<file path="src/rtl/voxel_column_run_checker_unit_defines.svh">
// ---------------------------------------------------------------------------
// Voxel column run checker assertion macros
// Shared concurrent assertion forms, clocked on the rising edge, reset masked.
// ---------------------------------------------------------------------------
`ifndef VOXEL_COLUMN_RUN_CHECKER_UNIT_DEFINES_SVH
`define VOXEL_COLUMN_RUN_CHECKER_UNIT_DEFINES_SVH

// same-cycle implication
`define VCRC_ASSERT_NOW(lbl, clk, rst, ante, cons, msg) \
   lbl: assert property (@(posedge clk) disable iff (rst) (ante) |-> (cons)) \
      else $error(msg);

// next-cycle implication
`define VCRC_ASSERT_NEXT(lbl, clk, rst, ante, cons, msg) \
   lbl: assert property (@(posedge clk) disable iff (rst) (ante) |=> (cons)) \
      else $error(msg);

`endif

</file>
<file path="src/rtl/vcrc_pkg.sv">
// ---------------------------------------------------------------------------
// Voxel column run checker package
// Phase codes, status codes, register indexes and the normal table sizes.
// ---------------------------------------------------------------------------
`default_nettype none

package vcrc_pkg;

   typedef logic [2:0] phase_type;
   typedef logic [2:0] status_type;

   // parse phases
   localparam phase_type PH_SKIP    = 3'd0;
   localparam phase_type PH_COUNT   = 3'd1;
   localparam phase_type PH_COLOUR  = 3'd2;
   localparam phase_type PH_NORMAL  = 3'd3;
   localparam phase_type PH_REVERSE = 3'd4;

   // column status
   localparam status_type ST_OK      = 3'd0;
   localparam status_type ST_TRUNC   = 3'd1;
   localparam status_type ST_NOPROG  = 3'd2;
   localparam status_type ST_EXCEED  = 3'd3;
   localparam status_type ST_NORMAL  = 3'd4;
   localparam status_type ST_REVERSE = 3'd5;
   localparam status_type ST_TRAIL   = 3'd6;

   // register indexes
   localparam logic REG_COLUMN_HEIGHT = 1'b0;
   localparam logic REG_NORMAL_MODE   = 1'b1;

   localparam logic [7:0] COLUMN_HEIGHT_RESET = 8'd1;
   localparam logic [2:0] NORMAL_MODE_RESET   = 3'd0;

   // normal table size per mode; modes above four use the largest table
   function automatic logic [7:0] normal_table_size(input logic [2:0] mode);
      logic [7:0] size;
      case (mode)
         3'd0:    size = 8'd0;
         3'd1:    size = 8'd16;
         3'd2:    size = 8'd36;
         3'd3:    size = 8'd64;
         default: size = 8'd244;
      endcase
      return size;
   endfunction

endpackage

`default_nettype wire

</file>
<file path="src/rtl/voxel_column_run_checker_unit.sv">
// ---------------------------------------------------------------------------
// Voxel column run checker
// Parses a column's run-length byte stream and reports one status per column.
// ---------------------------------------------------------------------------
// One byte of the column stream is taken per beat on the req_ channel, and a
// new byte can be taken in every clock cycle while req_stall is low: the run
// parser is a small phase machine whose next state is settled combinationally
// from the byte and the column state registers. The byte flagged by
// req_last_of_column produces a single status beat on the rsp_ channel in the
// next cycle; the status sits in an output register, and req_stall rises only
// when the output register is full and stalled. The
// first error in a column is latched and later bytes are ignored until the
// last byte, after which the column state returns to its reset values.
// Register writes on csr_ are always ready and apply from the next byte.
`default_nettype none

`include "voxel_column_run_checker_unit_defines.svh"

module voxel_column_run_checker_unit
   import vcrc_pkg::*;
(
   input  wire logic       clock,
   input  wire logic       reset,
   // byte stream in
   input  wire logic       req_valid,
   output logic            req_stall,
   input  wire logic [7:0] req_data_byte,
   input  wire logic       req_last_of_column,
   // column status out
   output logic            rsp_valid,
   input  wire logic       rsp_stall,
   output logic [2:0]      rsp_status,
   // register writes
   input  wire logic       csr_valid,
   output logic            csr_ready,
   input  wire logic       csr_index,
   input  wire logic [7:0] csr_wdata
);

   // configuration registers
   logic [7:0] column_height_ff;
   logic [2:0] normal_mode_ff;

   // column state
   phase_type  phase_ff,       phase_in;
   logic [7:0] height_done_ff, height_done_in;
   logic [7:0] run_skip_ff,    run_skip_in;
   logic [7:0] run_count_ff,   run_count_in;
   logic [7:0] voxels_left_ff, voxels_left_in;
   status_type error_ff,       error_in;
   logic       normal_bad_ff,  normal_bad_in;

   // output register
   logic       rsp_valid_ff,   rsp_valid_in;
   status_type rsp_status_ff,  rsp_status_in;

   logic       req_accept;
   logic       csr_accept;
   logic [7:0] room;
   logic [8:0] run_span;
   logic [7:0] voxels_dec;
   status_type step_status;
   status_type col_status;

   // the output register is the only thing that can hold the input back
   assign req_stall  = rsp_valid_ff & rsp_stall;
   assign req_accept = req_valid & ~req_stall;
   assign csr_ready  = 1'b1;
   assign csr_accept = csr_valid & csr_ready;

   // height still open in this column, and what the pending run would cover
   assign room       = (height_done_ff >= column_height_ff) ?
                       8'd0 : column_height_ff - height_done_ff;
   assign run_span   = {1'b0, run_skip_ff} + {1'b0, req_data_byte};
   assign voxels_dec = voxels_left_ff - 8'd1;

   // -------------------------------------------------------------------------
   // Next column state for the byte at the input
   // -------------------------------------------------------------------------
   always_comb begin
      phase_in       = phase_ff;
      height_done_in = height_done_ff;
      run_skip_in    = run_skip_ff;
      run_count_in   = run_count_ff;
      voxels_left_in = voxels_left_ff;
      error_in       = error_ff;
      normal_bad_in  = normal_bad_ff;
      step_status    = ST_OK;

      if (error_ff == ST_OK) begin
         case (phase_ff)
            PH_SKIP: begin
               if (height_done_ff >= column_height_ff) begin
                  // column already full: anything more is trailing
                  error_in    = ST_TRAIL;
                  step_status = ST_TRAIL;
               end else if (req_last_of_column) begin
                  step_status = ST_TRUNC;
               end else begin
                  run_skip_in = req_data_byte;
                  phase_in    = PH_COUNT;
               end
            end
            PH_COUNT: begin
               if (req_last_of_column) begin
                  // truncated header wins over the run checks
                  step_status = ST_TRUNC;
               end else begin
                  run_count_in = req_data_byte;
                  if (run_skip_ff == 8'd0 && req_data_byte == 8'd0) begin
                     error_in    = ST_NOPROG;
                     step_status = ST_NOPROG;
                  end else if (run_span > {1'b0, room}) begin
                     error_in    = ST_EXCEED;
                     step_status = ST_EXCEED;
                  end else begin
                     normal_bad_in  = 1'b0;
                     voxels_left_in = req_data_byte;
                     phase_in       = (req_data_byte == 8'd0) ? PH_REVERSE : PH_COLOUR;
                  end
               end
            end
            PH_COLOUR: begin
               if (req_last_of_column) begin
                  step_status = ST_EXCEED;
               end else if (normal_mode_ff != 3'd0) begin
                  phase_in = PH_NORMAL;
               end else begin
                  voxels_left_in = voxels_dec;
                  phase_in       = (voxels_dec == 8'd0) ? PH_REVERSE : PH_COLOUR;
               end
            end
            PH_NORMAL: begin
               if (req_last_of_column) begin
                  step_status = ST_EXCEED;
               end else begin
                  if (req_data_byte >= normal_table_size(normal_mode_ff)) begin
                     normal_bad_in = 1'b1;
                  end
                  voxels_left_in = voxels_dec;
                  phase_in       = (voxels_dec == 8'd0) ? PH_REVERSE : PH_COLOUR;
               end
            end
            default: begin
               // reverse count byte closes the run
               if (normal_bad_ff) begin
                  error_in    = ST_NORMAL;
                  step_status = ST_NORMAL;
               end else if (req_data_byte != run_count_ff) begin
                  error_in    = ST_REVERSE;
                  step_status = ST_REVERSE;
               end else begin
                  height_done_in = height_done_ff + run_skip_ff + run_count_ff;
                  phase_in       = PH_SKIP;
                  if (req_last_of_column) begin
                     step_status = (height_done_in >= column_height_ff) ? ST_OK : ST_TRUNC;
                  end
               end
            end
         endcase
      end

      // a latched error overrides whatever the byte implied
      col_status = (error_in != ST_OK) ? error_in : step_status;

      // last byte: back to the start of a fresh column
      if (req_last_of_column) begin
         phase_in       = PH_SKIP;
         height_done_in = 8'd0;
         run_skip_in    = 8'd0;
         run_count_in   = 8'd0;
         voxels_left_in = 8'd0;
         error_in       = ST_OK;
         normal_bad_in  = 1'b0;
      end
   end

   // output register: load on the last beat, drop once taken
   always_comb begin
      rsp_valid_in  = rsp_valid_ff & rsp_stall;
      rsp_status_in = rsp_status_ff;
      if (req_accept && req_last_of_column) begin
         rsp_valid_in  = 1'b1;
         rsp_status_in = col_status;
      end
   end

   always_ff @(posedge clock) begin
      if (reset) begin
         column_height_ff <= COLUMN_HEIGHT_RESET;
         normal_mode_ff   <= NORMAL_MODE_RESET;
      end else if (csr_accept) begin
         case (csr_index)
            REG_COLUMN_HEIGHT: column_height_ff <= csr_wdata;
            REG_NORMAL_MODE:   normal_mode_ff   <= csr_wdata[2:0];
            default:           column_height_ff <= column_height_ff;
         endcase
      end
   end

   always_ff @(posedge clock) begin
      if (reset) begin
         phase_ff       <= PH_SKIP;
         height_done_ff <= 8'd0;
         run_skip_ff    <= 8'd0;
         run_count_ff   <= 8'd0;
         voxels_left_ff <= 8'd0;
         error_ff       <= ST_OK;
         normal_bad_ff  <= 1'b0;
      end else if (req_accept) begin
         phase_ff       <= phase_in;
         height_done_ff <= height_done_in;
         run_skip_ff    <= run_skip_in;
         run_count_ff   <= run_count_in;
         voxels_left_ff <= voxels_left_in;
         error_ff       <= error_in;
         normal_bad_ff  <= normal_bad_in;
      end
   end

   always_ff @(posedge clock) begin
      if (reset) begin
         rsp_valid_ff <= 1'b0;
      end else begin
         rsp_valid_ff <= rsp_valid_in;
      end
   end

   always_ff @(posedge clock) begin
      rsp_status_ff <= rsp_status_in;
   end

   assign rsp_valid  = rsp_valid_ff;
   assign rsp_status = rsp_status_ff;

   // -------------------------------------------------------------------------
   // Assertions
   // -------------------------------------------------------------------------
   `VCRC_ASSERT_NEXT(a_last_clears, clock, reset,
      req_accept && req_last_of_column,
      rsp_valid_ff && phase_ff == PH_SKIP && error_ff == ST_OK && height_done_ff == 8'd0,
      "last beat did not produce status and clear column state")
   `VCRC_ASSERT_NEXT(a_error_sticky, clock, reset,
      error_ff != ST_OK && !(req_accept && req_last_of_column),
      error_ff == $past(error_ff),
      "latched error changed before end of column")
   `VCRC_ASSERT_NOW(a_stall_only_full, clock, reset,
      req_stall,
      rsp_valid_ff,
      "input stalled with empty output register")
   `VCRC_ASSERT_NOW(a_voxels_pending, clock, reset,
      phase_ff == PH_COLOUR || phase_ff == PH_NORMAL,
      voxels_left_ff != 8'd0,
      "in run body with no voxels left")

endmodule

`default_nettype wire

</file>
<file path="config.mk">
export PLATFORM = sky130hd
export DESIGN_NAME = voxel_column_run_checker_unit
export DESIGN_NICKNAME = d
export VERILOG_FILES = /design/src/rtl/vcrc_pkg.sv /design/src/rtl/voxel_column_run_checker_unit.sv
export VERILOG_INCLUDE_DIRS = /design/src /design/src/rtl
export SDC_FILE = /design/constraint.sdc
export NUM_CORES = 1
export LEC_CHECK = 0
export BUFFER_PORTS_ARGS = -buffer_cell sky130_fd_sc_hd__buf_2
export CORE_MARGIN = 2
export CORE_UTILIZATION = 50
export DETAILED_ROUTE_END_ITERATION = 12
export HOLD_SLACK_MARGIN = 0.06
export PLACE_DENSITY_LB_ADDON = 0.15
export SKIP_CTS_REPAIR_TIMING = 1
export SLEW_MARGIN = 0
export SYNTH_ARGS = -nofsm -noshare
export SYNTH_HDL_FRONTEND = slang
export SYNTH_SLANG_ARGS = --single-unit
</file>
<file path="constraint.sdc">
create_clock -name clock -period 4.44 [get_ports clock]
set_clock_uncertainty 0.05 [all_clocks]
set_input_delay 0.666 -clock clock [delete_from_list [all_inputs] [get_ports clock]]
set_output_delay 0.666 -clock clock [all_outputs]
set_load 0.05 [all_outputs]
</file>
==> impl_metrics.tcl, run 1 <==
set metrics [dict create \
    status "completed" \
    synth_cell_types 59 \
    fill_cells 763 \
    portBuffers 27 \
    post-route-util 0.562 \
    grt_antenna_before_repair 0 \
    fp.dieH_um 95.5 \
    yosysTopAreaCellShare 0.244 \
    dpl-instance-area_um2 4440 \
    multi_input_area_um2 2920 \
    power.leakage_nw 1.96 \
    cts_root_buf "clkbuf_8" \
    end_kind "register" \
    setup_viol 0 \
    r2r_setup_slack_ps 260 \
    crit_fanout 3 \
    diodes 0 \
    path_cells "ha_1 -> inv_1 -> fa_1 -> a211oi_2 -> or2_4 -> or2b_1 -> a21oi_1 -> xnor2_1 -> nand2_1 -> ha_4 -> a2111oi_2 -> o21ai_0 -> a21oi_1 -> o32ai_2 -> a32o_2 -> or3_1 -> o31ai_2" \
    r2r-end "rsp_status[0]" \
    slew_viol_final 0 \
    dp.cells 629 \
    worstMarginPinSlew_ps 1110 \
    totalWireLength_um 11000 \
    clockBufferDepth 2 \
    vias 3862 \
    synth_area_leader_cell "dfxtp_1" \
    fin_ws_ps 260 \
    row_count 33 \
    regArea_um2 1110 \
    period_share 0.941 \
    max_slew_margin 0.254 \
    overflow 0 \
    crit_type "register to register" \
    crit_arrival_ps 4290 \
    grt_max_degree 39 \
    clock.fmax_mhz 239 \
    maxCapViolations 0 \
    drt-initial-drc-count 274 \
    finalSetupTns_ps 0 \
    drive_above_1_share 0.0996 \
    power.density_nw_per_um2 270 \
    fin_crit_ps 4180 \
    grt.total_usage 0.251 \
    path_buf_inv 1 \
    areaGrowthSynthToFinish_pct 9.81 \
    syn_avg_cell_area_um2 8.28 \
    cts_tree "yes" \
    wl_per_cell_um 17.3 \
    cts_made_buffers 5 \
    final_net_count 609 \
    syn-num-nets 583 \
    cts.sinks 54 \
    die-width_um 95.5 \
    ant_nets 0 \
    cp_slowest_cell "fa_1" \
    start_util 0.512 \
    final_cells 637 \
    cpPeakStageDelay_ps 430 \
    cp.required_ps 4550 \
    gp_congestion 0.897 \
    insertion_delay_ps 320 \
    dp_slack_ps 25.8 \
    final_common_cell "dfxtp_1" \
    cp_top_family "compound AO/OA/AOI/OAI gates" \
    synth_flop_cell "dfxtp_1" \
    syn_area_um2 4180 \
    synthArstFlopShare 0 \
    viasPerCell 6.06 \
    crit_path_start_kind "register" \
    grt_pass1_vias 3593 \
    hpwlAfterDp_um 8600 \
    yosysWarnings 0 \
    synth-seq-cells 54 \
    die_area_um2 9110 \
    synthTopCellsByArea "dfxtp_1 (24%), ha_1 (13%), a21oi_1 (4.8%), fa_1 (4.8%), nor2_1 (3.8%)" \
    drt_pre_antenna_iters 5 \
    timing.final.hold_violations 0 \
    cpMostUsedCell "a21oi_1" \
    rr_worst_depth 17 \
    final_area_um2 4590 \
    hp-class "register to register" \
    peakVddDrop_mv 0.144 \
    synth_edf_count 3 \
    crit_end "rsp_status[0]" \
    grt_pass1_wl_um 17700 \
    synthCells 505 \
    r2r-start "height_done_ff[0]" \
    drc_errors 0 \
    grt_setup_unrepaired "false" \
    clk_pin_slew_ps 110 \
    h-tree-depth 2 \
    io_pins 29 \
    final_cell_mix "dfxtp_1 (51), ha_1 (44), nor2_1 (42), a21oi_1 (40), nand2_1 (40)" \
    core_area_um2 8180 \
    cp-startpoint "height_done_ff[0]" \
    ys_seq_area_frac 0.266 \
    cp.depth 17 \
]
## final cells by class
class,count,area share
Sequential cell,54,0.242
Tap cell,105,0.0286
Multi-Input combinational cell,399,0.635
Inverter,38,0.0311
Clock inverter,3,0.00926
Clock buffer,5,0.0150
Timing Repair Buffer,33,0.0392
## cells in the mapped netlist, types with 7 or more instances
master and n:
fa_1 10, dfxtp_1 51, a21oi_1 40, a22o_1 10
o21a_1 9, inv_1 38, nor3_1 16, a21o_1 9
nand3_1 12, xor2_1 16, ha_1 45, or3_1 7
xnor2_1 12, o21ai_0 21, nor2_1 42, a22oi_1 16
nand2_1 40, clkbuf_1 13, nand2b_1 8
## cells by family (layout without fill, tap and decap cells)
| logic type | Yosys count | after routing | share of synthesized area |
|---|---|---|---|
| muxes | 3 | 3 | 0.00718 |
| AOI/OAI and AO/OA | 149 | 149 | 0.246 |
| DFF | 54 | 54 | 0.266 |
| buffers and inverters | 52 | 79 | 0.0476 |
| adders and majority gates | 55 | 55 | 0.182 |
| xor gates and xnor gates | 28 | 28 | 0.0586 |
| and+or+nand+nor | 163 | 163 | 0.192 |
| other | 1 | 1 | 0.000897 |
## registers in the layout (all words and copies together), names as in the netlist
name and count:
run_skip_ff 8, height_done_ff 8, phase_ff 3, column_height_ff 8, error_ff 3, normal_mode_ff 3
normal_bad_ff 1, voxels_left_ff 8, rsp_valid 1, rsp_status 3, run_count_ff 8
## worst min-delay path by stage
stage | from | end | cells after the start
5_1_grt | voxels_left_ff[1] | voxels_left_ff[1] | 2
6_report | normal_mode_ff[0] | normal_mode_ff[0] | 2
2_1_floorplan | column_height_ff[2] | column_height_ff[2] | 2
3_5_place_dp | normal_mode_ff[0] | normal_mode_ff[0] | 2
3_3_place_gp | normal_mode_ff[2] | normal_mode_ff[2] | 2
4_1_cts | normal_mode_ff[0] | normal_mode_ff[0] | 2
## where the power goes
part,switching [mW],leakage [nW],total [mW],internal (mW)
Sequential,0.0222,0.442,0.530,0.508
Combinational,0.213,1.46,0.363,0.150
Clock,0.176,0.0562,0.345,0.169
## layer usage
metal | GRT usage | part of all wire | vias up | wire [um]
met3 | 0.0356 | 0.048 | 13 | 528
li1 | - | - | 1883 | -
met2 | 0.416 | 0.47 | 112 | 5230
met4 | 0.0643 | 0.017 | 0 | 189
met5 | 0 | 0 | - | 0
met1 | 0.343 | 0.46 | 1854 | 5080
## worst min-delay path, delay by kind of cell, from the launching register on
family | cells | cell delay [ps]
compound gates | 1 | 50
simple gates | 1 | 60
flops | 1 | 350
## through the flow
| stage | power (mW) | hold slack (ps) |
|---|---|---|
| final | 1.24 | 452 |
| after global routing | 1.30 | 479 |
| after CTS | 1.22 | 456 |
| after detailed placement | 0.884 | 440 |
| after global placement | 0.879 | 441 |
| after floorplan | 0.790 | 404 |
(Power assumes the default switching activity.)
==> run 2: changes to the inputs <==
CORE_MARGIN = 8   (was 2)
==> impl_metrics.tcl, run 2 (synthesized netlist as in run 1, its figures left out) <==
set metrics [dict create \
    totalWireLength_um 11300 \
    die_area_um2 11500 \
    internal_power_uw 822 \
    fin_crit_ps 4190 \
    combPwrFrac 0.290 \
    power.net_switching_uw 412 \
    crit_arrival_ps 4300 \
    gp_congestion 0.895 \
    crit_fanout 3 \
    drive_above_1_share 0.0979 \
    crit_path_start_kind "register" \
    end_kind "register" \
    h-tree-depth 2 \
    final_area_um2 4570 \
    row_count 33 \
    areaGrowthSynthToFinish_pct 9.36 \
    power.density_nw_per_um2 270 \
    final_cell_mix "dfxtp_1 (51), ha_1 (45), nor2_1 (42), nand2_1 (40), a21oi_1 (39)" \
    status "completed" \
    holdPathStages 2 \
    grt.total_usage 0.200 \
    final_common_cell "dfxtp_1" \
    grt_setup_unrepaired "false" \
    clk_pin_slew_ps 110 \
    grt_max_degree 39 \
    core_area_um2 8180 \
    drc_errors 0 \
    drt_pre_antenna_iters 5 \
    overflow 0 \
    grt_pass1_wl_um 18600 \
    hpwlAfterDp_um 8930 \
    cts_tree "yes" \
    cts_made_buffers 5 \
    swShare 0.334 \
    grt_antenna_before_repair 0 \
    dp_slack_ps 58.1 \
    final_net_count 608 \
    power.leakage_nw 1.95 \
    cts_root_buf "clkbuf_8" \
    grt_pass1_vias 3730 \
    rr_worst_depth 17 \
    hp-class "register to register" \
    wl_per_cell_um 17.8 \
    die-width_um 107 \
    seqPwrFrac 0.430 \
    dpl-instance-area_um2 4430 \
    setup_viol 0 \
    insertion_delay_ps 320 \
    ant_nets 0 \
    peakVddDrop_mv 0.131 \
    cts.sinks 54 \
    final_cells 636 \
    clock.fmax_mhz 239 \
    finalPower_mw 1.23 \
    fp.dieH_um 107 \
    r2r_setup_slack_ps 250 \
    vias 3787 \
    cp.required_ps 4550 \
    worstMarginPinSlew_ps 1120 \
    clockPowerShare 0.281 \
    fin_ws_ps 247 \
    period_share 0.944 \
    start_util 0.512 \
    io_pins 29 \
    drt-initial-drc-count 381 \
    maxCapViolations 0 \
    viasPerCell 5.95 \
    diodes 0 \
    slew_viol_final 0 \
    clockBufferDepth 2 \
    max_slew_margin 0.246 \
    crit_type "register to register" \
    dp.cells 628 \
    timing.final.hold_violations 0 \
    portBuffers 27 \
    finalSetupTns_ps 0 \
]
## run 2: changes by cell type in the layout (fill, tap and decap cells not counted), sizes merged
cell | previous run | this run
buf | 33 | 32
## run 2: routing by layer
layer  track usage  vias to the layer above  routed length [um]
met2         0.338                      101                5390
met5             0                        -                   0
li1              -                     1882                   -
met1         0.258                     1790                5200
met3        0.0317                       14                 562
met4        0.0545                        0                 166
## run 2: metrics by stage
| stage | hold slack [ps] | util |
|---|---|---|
| detailed placement | 438 | 0.542 |
| global placement | 436 | 0.542 |
| CTS | 454 | 0.556 |
| global route | 480 | 0.560 |
| floorplan | 404 | - |
| finish | 457 | 0.560 |
## run 2: path summary, 6_finish.rpt
kind	end	start
setup reg to reg	rsp_status[0]	height_done_ff[0]
hold / removal	column_height_ff[3]	column_height_ff[3]
setup / recovery	rsp_status[0]	height_done_ff[0]
hold reg to reg	column_height_ff[3]	column_height_ff[3]
## run 2: final cells by class
class | instances | area (um2)
timing repair buffer | 32 | 173
tap | 105 | 131
clock inverter | 3 | 42.5
clock buffer | 5 | 68.8
inverter | 38 | 143
multi-input combinational | 399 | 2910
sequential | 54 | 1110
fill | 788 | 3600
## run 2: power by group through the flow
stage,sequential [mW],combinational [mW],clock [mW]
after floorplan,0.543,0.247,0
after detailed placement,0.541,0.345,0
after global routing,0.533,0.398,0.378
after CTS,0.530,0.348,0.353
final,0.530,0.358,0.346
after global placement,0.540,0.339,0
## run 2: critical path, stage by stage, from the launching register on
cell and delay [ps]:
dfxtp_1 400, ha_1 190, inv_1 60, fa_2 370
a211oi_2 270, or2_4 180, or2b_1 220, a21oi_1 170
xnor2_1 140, nand2_1 70, ha_1 340, a2111oi_1 370
o21ai_1 130, a21oi_2 140, o32ai_2 120, a32o_2 270
or3_1 360, o31ai_2 190
